<file path="config.mk">
export PLATFORM = sky130hd
export DESIGN_NAME = touch_keypad_pin_lock
export DESIGN_NICKNAME = d
export VERILOG_FILES = /design/src/hdl/tkpl_pkg.sv /design/src/hdl/tkpl_fifo.sv /design/src/hdl/tkpl_front.sv /design/src/hdl/tkpl_back.sv /design/src/hdl/touch_keypad_pin_lock.sv
export SDC_FILE = /design/constraint.sdc
export NUM_CORES = 1
export LEC_CHECK = 0
export ABC_AREA = 1
export BUFFER_PORTS_ARGS = -buffer_cell sky130_fd_sc_hd__buf_4
export CAP_MARGIN = 20
export CORE_MARGIN = 2
export CORE_UTILIZATION = 52
export DETAILED_ROUTE_END_ITERATION = 10
export PLACE_DENSITY_LB_ADDON = 0.3
export SYNTH_ARGS = -nofsm -noshare
export SYNTH_HDL_FRONTEND = slang
export SYNTH_SLANG_ARGS = --single-unit
</file>
<file path="constraint.sdc">
create_clock -name clk_i -period 1.9 [get_ports clk_i]
set_input_delay 0.19 -clock clk_i [delete_from_list [all_inputs] [get_ports clk_i]]
set_output_delay 0.19 -clock clk_i [all_outputs]
set_load 0.03 [all_outputs]
</file>
<file path="src/hdl/tkpl_pkg.sv">
`default_nettype none

package tkpl_pkg;

  // Keypad geometry in panel pixels. Every key rectangle is inclusive on all
  // four edges: its right edge lies at left + KEY_W and its bottom at top + KEY_H.
  localparam int KEY_W       = 90;
  localparam int KEY_H       = 65;
  localparam int KEY_GAP     = 20;
  localparam int PANEL_W     = 800;
  localparam int PAD_TOP     = 100;
  localparam int PAD_LEFT    = PANEL_W / 2 - (3 * KEY_W + 2 * KEY_GAP) / 2;
  localparam int LAST_SHIFT  = 15;
  localparam int NUM_ROWS    = 4;
  localparam int NUM_COLS    = 3;

  localparam int COL_LEFT [NUM_COLS] = '{
    PAD_LEFT,
    PAD_LEFT + (KEY_W + KEY_GAP),
    PAD_LEFT + 2 * (KEY_W + KEY_GAP) - LAST_SHIFT
  };

  // The lower rows are pushed down a little further than the regular pitch.
  localparam int ROW_TOP [NUM_ROWS] = '{
    PAD_TOP,
    PAD_TOP + (KEY_H + KEY_GAP) + 10,
    PAD_TOP + 2 * (KEY_H + KEY_GAP) + 25,
    PAD_TOP + 3 * (KEY_H + KEY_GAP) + 40
  };

  // Key codes.
  localparam logic [3:0] KEY_NONE  = 4'd0;
  localparam logic [3:0] KEY_CLEAR = 4'd10;
  localparam logic [3:0] KEY_OK    = 4'd11;

  // Layout: "1 2 3", "4 5 6", "7 8 9", "CLR 0 OK".
  localparam logic [3:0] KEY_MAP [NUM_ROWS][NUM_COLS] = '{
    '{4'd1, 4'd2, 4'd3},
    '{4'd4, 4'd5, 4'd6},
    '{4'd7, 4'd8, 4'd9},
    '{KEY_CLEAR, 4'd0, KEY_OK}
  };

  // Configuration register indexes.
  localparam logic CFG_EXP_DIGITS = 1'b0;
  localparam logic CFG_EXP_LENGTH = 1'b1;

  localparam int PIN_DIGITS = 7;
  localparam int CFG_W      = 4 * PIN_DIGITS;

  // One poll sample of the touch panel.
  typedef struct packed {
    logic       touch_down;
    logic [9:0] touch_x;
    logic [9:0] touch_y;
  } tkpl_in_t;

  // One result per sample.
  typedef struct packed {
    logic       key_hit;
    logic [3:0] key_code;
    logic [2:0] entered_count;
    logic       pin_accepted;
    logic       pin_rejected;
    logic       unlocked;
  } tkpl_res_t;

  // A classified sample passed from the front end to the entry logic.
  typedef struct packed {
    logic       hit;
    logic [3:0] code;
  } tkpl_cmd_t;

  // Configured PIN.
  typedef struct packed {
    logic [CFG_W-1:0] exp_digits;
    logic [2:0]       exp_length;
  } tkpl_cfg_t;

endpackage

`default_nettype wire

</file>
<file path="src/hdl/tkpl_fifo.sv">
`default_nettype none

module tkpl_fifo import tkpl_pkg::*; #(
  parameter type T     = logic,
  parameter int  DEPTH = 2
) (
  input  wire  clk_i,
  input  wire  rst_ni,
  input  wire  push_i,
  input  T     data_i,
  output logic full_o,
  input  wire  pop_i,
  output T     data_o,
  output logic empty_o
);

  localparam int PW   = (DEPTH > 1) ? $clog2(DEPTH) : 1;
  localparam int CNTW = $clog2(DEPTH + 1);

  T                mem_q [DEPTH];
  logic [PW-1:0]   wr_ptr_q, rd_ptr_q;
  logic [CNTW-1:0] count_q;
  logic            do_push, do_pop;

  assign full_o  = (count_q == CNTW'(DEPTH));
  assign empty_o = (count_q == '0);
  assign do_push = push_i && !full_o;
  assign do_pop  = pop_i && !empty_o;
  assign data_o  = mem_q[rd_ptr_q];

  // Storage is written only on a transfer in.
  always_ff @(posedge clk_i) begin
    if (do_push) begin
      mem_q[wr_ptr_q] <= data_i;
    end
  end

  // Pointers wrap at the depth; the count tracks occupancy.
  always_ff @(posedge clk_i or negedge rst_ni) begin
    if (!rst_ni) begin
      wr_ptr_q <= '0;
      rd_ptr_q <= '0;
      count_q  <= '0;
    end else begin
      if (do_push) begin
        wr_ptr_q <= (wr_ptr_q == PW'(DEPTH - 1)) ? '0 : wr_ptr_q + 1'b1;
      end
      if (do_pop) begin
        rd_ptr_q <= (rd_ptr_q == PW'(DEPTH - 1)) ? '0 : rd_ptr_q + 1'b1;
      end
      if (do_push && !do_pop) begin
        count_q <= count_q + 1'b1;
      end else if (do_pop && !do_push) begin
        count_q <= count_q - 1'b1;
      end
    end
  end

endmodule

`default_nettype wire

</file>
<file path="src/hdl/tkpl_front.sv">
`default_nettype none

module tkpl_front import tkpl_pkg::*; (
  input  wire       clk_i,
  input  wire       rst_ni,
  input  wire       accept_i,
  input  tkpl_in_t  item_i,
  output tkpl_cmd_t cmd_o
);

  logic       armed_q;
  logic       press;
  logic       on_key;
  logic [3:0] key;

  // A press counts only on the transition from no touch to touch.
  assign press = item_i.touch_down && !armed_q;

  // Hit test against the twelve key rectangles; they never overlap.
  always_comb begin
    on_key = 1'b0;
    key    = KEY_NONE;
    for (int r = 0; r < NUM_ROWS; r++) begin
      for (int c = 0; c < NUM_COLS; c++) begin
        if (item_i.touch_x >= 10'(COL_LEFT[c]) &&
            item_i.touch_x <= 10'(COL_LEFT[c] + KEY_W) &&
            item_i.touch_y >= 10'(ROW_TOP[r]) &&
            item_i.touch_y <= 10'(ROW_TOP[r] + KEY_H)) begin
          on_key = 1'b1;
          key    = KEY_MAP[r][c];
        end
      end
    end
  end

  assign cmd_o.hit  = press && on_key;
  assign cmd_o.code = (press && on_key) ? key : KEY_NONE;

  // The detector follows the touch flag of every accepted sample: a release
  // re-arms it and a held touch keeps it set.
  always_ff @(posedge clk_i or negedge rst_ni) begin
    if (!rst_ni) begin
      armed_q <= 1'b0;
    end else if (accept_i) begin
      armed_q <= item_i.touch_down;
    end
  end

endmodule

`default_nettype wire

</file>
<file path="src/hdl/tkpl_back.sv">
`default_nettype none

module tkpl_back import tkpl_pkg::*; #(
  parameter int MAX_DIGITS = 7
) (
  input  wire       clk_i,
  input  wire       rst_ni,
  input  tkpl_cfg_t cfg_i,
  input  wire       cmd_valid_i,
  input  tkpl_cmd_t cmd_i,
  output logic      cmd_pop_o,
  input  wire       res_ready_i,
  output logic      res_push_o,
  output tkpl_res_t res_o
);

  localparam int CW   = $clog2(MAX_DIGITS + 1);
  localparam int LW   = (CW > 3) ? CW : 3;
  localparam int NCMP = (MAX_DIGITS < PIN_DIGITS) ? MAX_DIGITS : PIN_DIGITS;

  logic [3:0]    digits_q [MAX_DIGITS];
  logic [CW-1:0] count_q, count_d;
  logic          unlocked_q, unlocked_d;
  logic          take;
  logic          active;
  logic          is_digit;
  logic          store;
  logic          match;
  logic          accepted, rejected;
  logic [NCMP-1:0] digit_ok;

  assign take       = cmd_valid_i && res_ready_i;
  assign cmd_pop_o  = take;
  assign res_push_o = take;

  // Once unlocked, every touch is ignored.
  assign active   = cmd_i.hit && !unlocked_q;
  assign is_digit = (cmd_i.code != KEY_CLEAR) && (cmd_i.code != KEY_OK);
  assign store    = take && active && is_digit && (count_q < CW'(MAX_DIGITS));

  // Each held digit must equal its nibble of the configured PIN.
  for (genvar i = 0; i < NCMP; i++) begin : g_cmp
    assign digit_ok[i] = (CW'(i) >= count_q) ||
                         (digits_q[i] == cfg_i.exp_digits[4*i +: 4]);
  end

  assign match = (LW'(count_q) == LW'(cfg_i.exp_length)) && (&digit_ok);

  // Next entry state for the command at the head of the queue.
  always_comb begin
    count_d    = count_q;
    unlocked_d = unlocked_q;
    accepted   = 1'b0;
    rejected   = 1'b0;
    if (active) begin
      unique case (cmd_i.code)
        KEY_CLEAR: begin
          count_d = '0;
        end
        KEY_OK: begin
          if (match) begin
            accepted   = 1'b1;
            unlocked_d = 1'b1;
          end else begin
            rejected = 1'b1;
            count_d  = '0;
          end
        end
        default: begin
          if (count_q < CW'(MAX_DIGITS)) begin
            count_d = count_q + 1'b1;
          end
        end
      endcase
    end
  end

  assign res_o.key_hit       = active;
  assign res_o.key_code      = unlocked_q ? KEY_NONE : cmd_i.code;
  assign res_o.entered_count = 3'(count_d);
  assign res_o.pin_accepted  = accepted;
  assign res_o.pin_rejected  = rejected;
  assign res_o.unlocked      = unlocked_d;

  // Digits are only read below the count, so they need no clearing.
  always_ff @(posedge clk_i) begin
    for (int i = 0; i < MAX_DIGITS; i++) begin
      if (store && count_q == CW'(i)) begin
        digits_q[i] <= cmd_i.code;
      end
    end
  end

  always_ff @(posedge clk_i or negedge rst_ni) begin
    if (!rst_ni) begin
      count_q    <= '0;
      unlocked_q <= 1'b0;
    end else if (take) begin
      count_q    <= count_d;
      unlocked_q <= unlocked_d;
    end
  end

endmodule

`default_nettype wire

</file>
<file path="src/hdl/touch_keypad_pin_lock.sv">
`default_nettype none

// PIN lock fed by touch-panel poll samples. Each sample pushed in gives exactly
// one result, in order. A front end detects new presses and hit-tests them
// against the twelve keys of a 4x3 keypad; a two-entry queue carries the
// classified samples to the entry logic, which appends digits (up to
// MAX_DIGITS), clears, or checks the PIN on OK, and writes its result into a
// two-entry result queue. One sample is taken every clock cycle while neither
// queue is full: the entry update and the PIN compare are combinational, and each
// sample is registered in the command queue and its result in the result queue
// before it appears on the result ports. Either side may stall freely.
// Write the expected PIN only while no sample is in flight.
module touch_keypad_pin_lock import tkpl_pkg::*; #(
  parameter int MAX_DIGITS = 7
) (
  input  wire              clk_i,
  input  wire              rst_ni,
  input  wire              cfg_we_i,
  input  wire              cfg_idx_i,
  input  wire  [CFG_W-1:0] cfg_wdata_i,
  input  wire              push,
  input  tkpl_in_t         in_item_i,
  output logic             full,
  input  wire              pop,
  output tkpl_res_t        res_item_o,
  output logic             empty
);

  tkpl_cfg_t cfg_q;
  tkpl_cmd_t front_cmd, head_cmd;
  tkpl_res_t back_res;
  logic      in_accept;
  logic      cmd_empty, cmd_pop;
  logic      res_full, res_push;

  assign in_accept = push && !full;

  // Configuration registers.
  always_ff @(posedge clk_i or negedge rst_ni) begin
    if (!rst_ni) begin
      cfg_q.exp_digits <= '0;
      cfg_q.exp_length <= 3'd4;
    end else if (cfg_we_i) begin
      unique case (cfg_idx_i)
        CFG_EXP_DIGITS: cfg_q.exp_digits <= cfg_wdata_i;
        CFG_EXP_LENGTH: cfg_q.exp_length <= cfg_wdata_i[2:0];
        default: ;
      endcase
    end
  end

  tkpl_front u_front (
    .clk_i    (clk_i),
    .rst_ni   (rst_ni),
    .accept_i (in_accept),
    .item_i   (in_item_i),
    .cmd_o    (front_cmd)
  );

  tkpl_fifo #(
    .T     (tkpl_cmd_t),
    .DEPTH (2)
  ) u_cmd_fifo (
    .clk_i   (clk_i),
    .rst_ni  (rst_ni),
    .push_i  (push),
    .data_i  (front_cmd),
    .full_o  (full),
    .pop_i   (cmd_pop),
    .data_o  (head_cmd),
    .empty_o (cmd_empty)
  );

  tkpl_back #(
    .MAX_DIGITS (MAX_DIGITS)
  ) u_back (
    .clk_i       (clk_i),
    .rst_ni      (rst_ni),
    .cfg_i       (cfg_q),
    .cmd_valid_i (!cmd_empty),
    .cmd_i       (head_cmd),
    .cmd_pop_o   (cmd_pop),
    .res_ready_i (!res_full),
    .res_push_o  (res_push),
    .res_o       (back_res)
  );

  tkpl_fifo #(
    .T     (tkpl_res_t),
    .DEPTH (2)
  ) u_res_fifo (
    .clk_i   (clk_i),
    .rst_ni  (rst_ni),
    .push_i  (res_push),
    .data_i  (back_res),
    .full_o  (res_full),
    .pop_i   (pop),
    .data_o  (res_item_o),
    .empty_o (empty)
  );

`ifndef SYNTH
  // A classified command never carries a key code without a hit.
  a_code_needs_hit: assert property (@(posedge clk_i) disable iff (!rst_ni)
    in_accept && !front_cmd.hit |-> front_cmd.code == KEY_NONE)
    else $error("key code without a key hit");

  // Accept and reject are exclusive, and an accept always comes with unlock.
  a_pulses: assert property (@(posedge clk_i) disable iff (!rst_ni)
    res_push |-> !(back_res.pin_accepted && back_res.pin_rejected) &&
                 (!back_res.pin_accepted || back_res.unlocked))
    else $error("inconsistent accept and reject pulses");

  // Once unlocked, no touch is reported as a key hit.
  a_locked_out: assert property (@(posedge clk_i) disable iff (!rst_ni)
    !empty && res_item_o.unlocked && !res_item_o.pin_accepted |->
      !res_item_o.key_hit && !res_item_o.pin_rejected)
    else $error("key activity after unlock");

  // The unlock is sticky across consecutive results.
  a_sticky_unlock: assert property (@(posedge clk_i) disable iff (!rst_ni)
    pop && !empty && res_item_o.unlocked |=> empty || res_item_o.unlocked)
    else $error("unlock flag dropped");
`endif

endmodule

`default_nettype wire
</file>
# ---- Word-level counts from Yosys, hierarchy flattened
# Memories as Yosys holds them, arrays and structs flattened.
# Index checks and enable logic that the tools add are counted.
dict set report word_totals {
  mem_count 3
  regBits 44
  elab_cells 231
  out_inout_bits 13
  in_bits 55
  mem_bits_rw 60
}
# memory words word_bits rd rd_clocked_by_memory_dff wr line
set mem_list {}
lappend mem_list {u_back.digits_q 7 4 7 0 1 tkpl_back.sv:21} ;# logic [3:0] digits_q [MAX_DIGITS];
lappend mem_list {u_res_fifo.mem_q 2 11 1 0 1 tkpl_fifo.sv:20} ;# T mem_q [DEPTH];
lappend mem_list {u_cmd_fifo.mem_q 2 5 1 0 1 tkpl_fifo.sv:20}
dict set report op_classes {
  n_eq_ne 20
  bitwise_logic 1
  add_sub_neg 9
  order_cmp 22
  mux 83
  n_reduce_logical 82
}
# operator n
set ops {}
lappend ops {{$mux W4} 13}
lappend ops {{$logic_and A1 B1 Y1} 51}
lappend ops {{$le A10 B9 Y1 const B} 5}
lappend ops {{$mux W1} 50}
lappend ops {{$ge A10 B9 Y1 const B} 4}
lappend ops {{$mux W3} 13}
lappend ops {{$eq A4 B4 Y1} 7}
lappend ops {{$reduce_or A4 Y1} 6}
lappend ops {{$ge A10 B8 Y1 const B} 2}
lappend ops {{$mux W2} 6}
lappend ops {{$ge A10 B7 Y1 const B} 1}
lappend ops {{$le A10 B10 Y1 const B} 1}
lappend ops {{$le A10 B8 Y1 const B} 1}
lappend ops {{$logic_not A1 Y1} 10}
lappend ops {{$eq A3 B3 Y1 const B} 3}
lappend ops {{$ge A3 B3 Y1 const A} 3}
lappend ops {{$eq A4 B4 Y1 const B} 2}
lappend ops {{$ne A4 B4 Y1 const B} 2}
lappend ops {{$logic_or A1 B1 Y1} 7}
lappend ops {{$reduce_and A7 Y1} 1}
lappend ops {{$eq A3 B2 Y1 const B} 2}
lappend ops {{$ge A1 B3 Y1 const A} 2}
lappend ops {{$ge A2 B3 Y1 const A} 2}
lappend ops {{$pmux W3 S2} 1}
lappend ops {{other kinds (13)} 22}

# ---- Depth between registers and ports, before layout
dict set report depth {
  ltp_word 18
  depth_mapped 14
  depth_no_buf 14
}

# ---- By module
# From an unflattened synthesis, not the netlist that was laid out.
dict set report unflattened {
  cells_unflattened 716
  area_unflattened_um2 5713.0
}
# module instances area_each_um2 cells_each seq_area_each_um2
set modules_own_cells {}
lappend modules_own_cells {tkpl_back 1 2015.7 281 940.9}
lappend modules_own_cells {touch_keypad_pin_lock 1 1397.6 140 777.0}
lappend modules_own_cells {{tkpl_fifo at u_res_fifo} 1 1028.5 89 760.7}
lappend modules_own_cells {tkpl_front 1 680.7 149 25.0}
lappend modules_own_cells {{tkpl_fifo at u_cmd_fifo} 1 590.6 57 400.4}

# ---- Worst setup path after synthesis
# Ideal clock, no wire load.
dict set report synth_timing {
  path_type {flip-flop to flip-flop}
  from {register u_cmd_fifo.rd_ptr_q}
  to {memory u_back.digits_q[5][0], enable pin}
  required_time_ns 1.523
  t_arrival_ns 1.595
  path_stages_with_launch 7
  setup_ns 0.377
  setup_slack_ns -0.072
  synth_period_minus_slack_ns 1.972
  n_path_buf 0
  cell_sequence {dfrtp_1 > inv_2 > or2_2 > o21a_2 > nand3_4 > nand4_1 > nor4_1}
}
# item line
set synth_lines {}
lappend synth_lines {{start: declaration} tkpl_fifo.sv:21} ;# logic [PW-1:0] wr_ptr_q, rd_ptr_q;
lappend synth_lines {{start signal: assignment} tkpl_fifo.sv:49} ;# rd_ptr_q <= (rd_ptr_q == PW'(DEPTH - 1)) ? '0 : rd_ptr_q + 1'b1;
lappend synth_lines {{end: declaration} tkpl_back.sv:21}

==> impl_metrics.py <==
metrics = {
    "clock_network": {
        "clk_pin_slew_ns": 0.11,
        "clockBufferDepth": 2,
        "insertion_delay_ns": 0.37,
        "clock_tree.root_cell": "clkbuf_8",
        "ctsHtreeMaxLevel": 3,
        "cts_sinks": 104,
        "cts_tree": "yes",
        "numCtsBuffers": 9,
    },
    "yosys": {
        "synth_top_area_share_pct": 35.0,
        "synthAdderAreaFrac_pct": 1.22,
        "synth_nets": 635,
        "yosys.area_share.simple_pct": 24.3,
        "syn_area_sq_um": 5150,
        "synth_xor_area_share_pct": 2.72,
        "synthMuxAreaShare_pct": 3.50,
        "synth_area_leaders": "edfxtp_1 35%, dfrtp_1 21%, nand2_1 11%",
        "yosysWarnings": 0,
        "synth-compound-area-share_pct": 5.23,
        "seq_area_frac_synth_pct": 56.4,
        "synth.ff_latch_count": 104,
        "synth_top_family_by_area": "simple AND/OR/NAND/NOR gates",
        "synth.largest_area_cell": "edfxtp_1",
        "avgSynthCellArea_sq_um": 8.95,
        "yosysUniqueCellTypes": 36,
        "synthCells": 575,
    },
    "finish": {
        "areaGrowthSynthToFinish_pct": 20.8,
        "fin_nets": 728,
        "num-fill-cells": 811,
        "layout-drive-gt1-share_pct": 23.5,
        "diodes": 0,
        "design_area_sq_um": 6220,
        "multi_input_area_sq_um": 1980,
        "register_area_sq_um": 2910,
    },
    "die": {
        "die_w_um": 103,
        "dieArea_sq_um": 10700,
        "rows": 36,
        "core_sq_um": 9680,
        "die_y_um": 103,
        "ioPinCount": 68,
        "start_util_pct": 53.1,
    },
    "routing": {
        "wl_um": 10500,
        "wire_per_inst_um": 13.0,
        "drc_errors": 0,
        "num_vias": 3965,
        "ant_nets": 0,
        "drtPass1Iterations": 5,
        "via_per_inst": 4.92,
        "drt-initial-drc-count": 140,
    },
    "global_route": {
        "grt_max_degree": 45,
        "grt_antenna_before_repair": 0,
        "overflow": 0,
        "grt_pass1_vias": 3792,
        "track_usage_pct": 20.7,
        "grt_pass1_wl_um": 16900,
    },
    "sta": {
        "setup_ws_ns": -0.00664,
        "finalHoldViolations": 0,
        "finClkSkew_ns": 0.0179,
        "setup_viol_count_final": 2,
        "finalCriticalPeriod_ns": 1.91,
        "slew_headroom_pct": 59.1,
        "max_freq_ghz": 0.524,
        "drv_slew": 0,
        "worstMarginPinSlew_ns": 0.607,
        "rsz0062_at_grt": "yes",
        "post-route-period-util_pct": 100,
    },
    "placed_design": {
        "dpl_cell_area_sq_um": 5940,
        "hpwl_um": 7670,
        "place_ws_ns": 0.0281,
        "globalplace.congestion": 0.859,
        "portBuffers": 67,
    },
    "critical_path": {
        "crit_type": "reg -> reg",
        "critPathMostFrequentCell": "inv_2",
        "crit_family": "simple AND/OR/NAND/NOR gates",
        "cp_slowest_stage_delay_ns": 0.42,
        "critPathCaptureType": "flop",
        "crit_path_top_delay_cell": "dfrtp_1",
        "crit_chain": "inv_2, nor2_2, nor3_4, inv_2, nor2_4, nand4_1, nor4_2, buf_4",
        "ff2ff_setup_slack_ns": -0.007,
        "cp_num_buf_inv": 3,
        "crit_fanout": 6,
        "required_ns": 1.98,
        "cp-start-kind": "flop",
        "cp.arrival_ns": 1.99,
    },
    "run_status": {
        "violations": "setup timing",
        "run_status": "finished with violations",
    },
    "pwr": {
        "vdd_drop_max_mv": 0.881,
        "leakage_nw": 2.99,
        "powerDensity_nw_per_um2": 1350,
    },
    "hold_path": {
        "hold_path.class": "in -> reg",
    },
    "job": {
        "maxCapViolCount": 0,
    },
}
[timing repair]
action | 4_1_cts | 5_1_grt
endpoints found under the hold margin | 43 | 0
hold buffers | 1 | 0
setup buffers | 0 | 3
setup endpoints to repair | 2 | 39
pin swaps | 0 | 5
gates resized for setup | 1 | 20
[layer usage]
layer / vias up / track usage, % / part of all wire [%]
met4: 0 / 8.81 / 2.0
met5: - / 0 / 0
met2: 115 / 36.4 / 51
li1: 2026 / - / -
met1: 1807 / 25.3 / 42
met3: 17 / 3.02 / 4.3
[where the power goes]
part	switching, mW	internal [mW]
combinational	2.21	1.33
clock	0.764	0.486
sequential	0.354	3.27
total	3.33	5.09
[cell usage in the layout, fill, tap and decap left out, types with 2 or more instances in the layout]
cell type   synthesis  layout
nor2_1             97      92
nand2_2             4       4
inv_1              79      75
nand2_1           148     148
nand4_1             6       6
clkinvlp_4          0       3
mux2_2             16      16
buf_4               0      90
xor2_1             14      14
inv_2               1       4
or2_2               3       2
ha_1                5       4
edfxtp_1           60      60
xnor2_1             2       2
a21oi_1            18      18
nor3b_1             3       3
nand3b_1            2       2
dfrtp_1            43      40
nor3_1             10       9
nor2_2              0       4
inv_6               0       2
o21ai_0            22      22
nor2_4              1       2
nand3_1            15      14
clkbuf_8            0       9
nor4_2              0       2
dfrtp_2             0       3
[state kept, by name (all words and copies together) (netlist names)]
name and cells:
u_back.count_q 3, u_front.armed_q 1, cfg_q 31, u_cmd_fifo.count_q 2
u_back.unlocked_q 1, u_res_fifo.mem_q 22, u_cmd_fifo.rd_ptr_q 1, u_res_fifo.rd_ptr_q 1
u_back.digits_q 28, u_cmd_fifo.wr_ptr_q 1, u_res_fifo.wr_ptr_q 1, u_cmd_fifo.mem_q 10
u_res_fifo.count_q 2
[cell type report]
type                    instances  area share [%]
flip-flops and latches        104            46.8
well taps                     133            2.68
clock inverters                 7           0.845
multi-input cells             382            31.8
inverters                      80            4.89
clock buffers                   9            1.99
repair buffers                 91            11.0
[cells in the mapped netlist]
master	n
inv_1	79
inv_2	1
nor2_1	97
nor4_1	3
or2_2	3
or2_1	1
o21a_2	2
dfrtp_1	43
o22ai_2	1
nor3_1	10
nand3_1	15
buf_2	3
a31o_2	1
nor2_4	1
a31oi_1	1
edfxtp_1	60
or2_0	1
o21ai_2	1
o21ai_0	22
a211oi_1	1
ha_1	5
mux2_2	16
nand2_2	4
nand2_1	148
clkbuf_1	6
nand3b_1	2
a21oi_1	18
o31ai_1	1
xor2_1	14
nor3_4	1
nand4_2	1
nand3_4	1
nor3b_1	3
xnor2_1	2
dfstp_2	1
nand4_1	6
[cell families after synthesis]
| family | count (synthesis) |
|---|---|
| xor+xnor | 16 |
| simple gates | 297 |
| buf+inv | 89 |
| fa+ha+maj | 5 |
| flops | 104 |
| compound gates | 48 |
| mux | 16 |
[stage by stage]
step / TNS (ns) / utilization [%] / total power [mW] / std cells / hold slack, ns
after floorplan: 0 / - / 5.73 / 575 / -0.106
after global placement: 0 / 61.3 / 6.89 / 786 / 0.238
after detailed placement: 0 / 61.3 / 7.03 / 786 / 0.240
after CTS: 0 / 63.3 / 8.28 / 803 / 0.0277
after global routing: -0.264 / 64.2 / 8.97 / 806 / 0.0259
final: -0.0133 / 64.2 / 8.42 / 806 / 0.0453
[final timing paths]
| path | end | cells past startpoint | startpoint |
|---|---|---|---|
| worst max-delay path | u_back.digits_q[5][1] | 8 | u_cmd_fifo.rd_ptr_q |
| worst min-delay path | cfg_q[8] | 2 | cfg_wdata_i[5] |
| worst max register to register | u_back.digits_q[5][1] | 8 | u_cmd_fifo.rd_ptr_q |
| worst min register to register | u_front.armed_q | 2 | u_front.armed_q |
| max in group asynchronous | u_back.count_q[1] | 2 | rst_ni |
| min in group asynchronous | cfg_q[27] | 2 | rst_ni |
No activity file was read; power rests on OpenSTA's default activity.
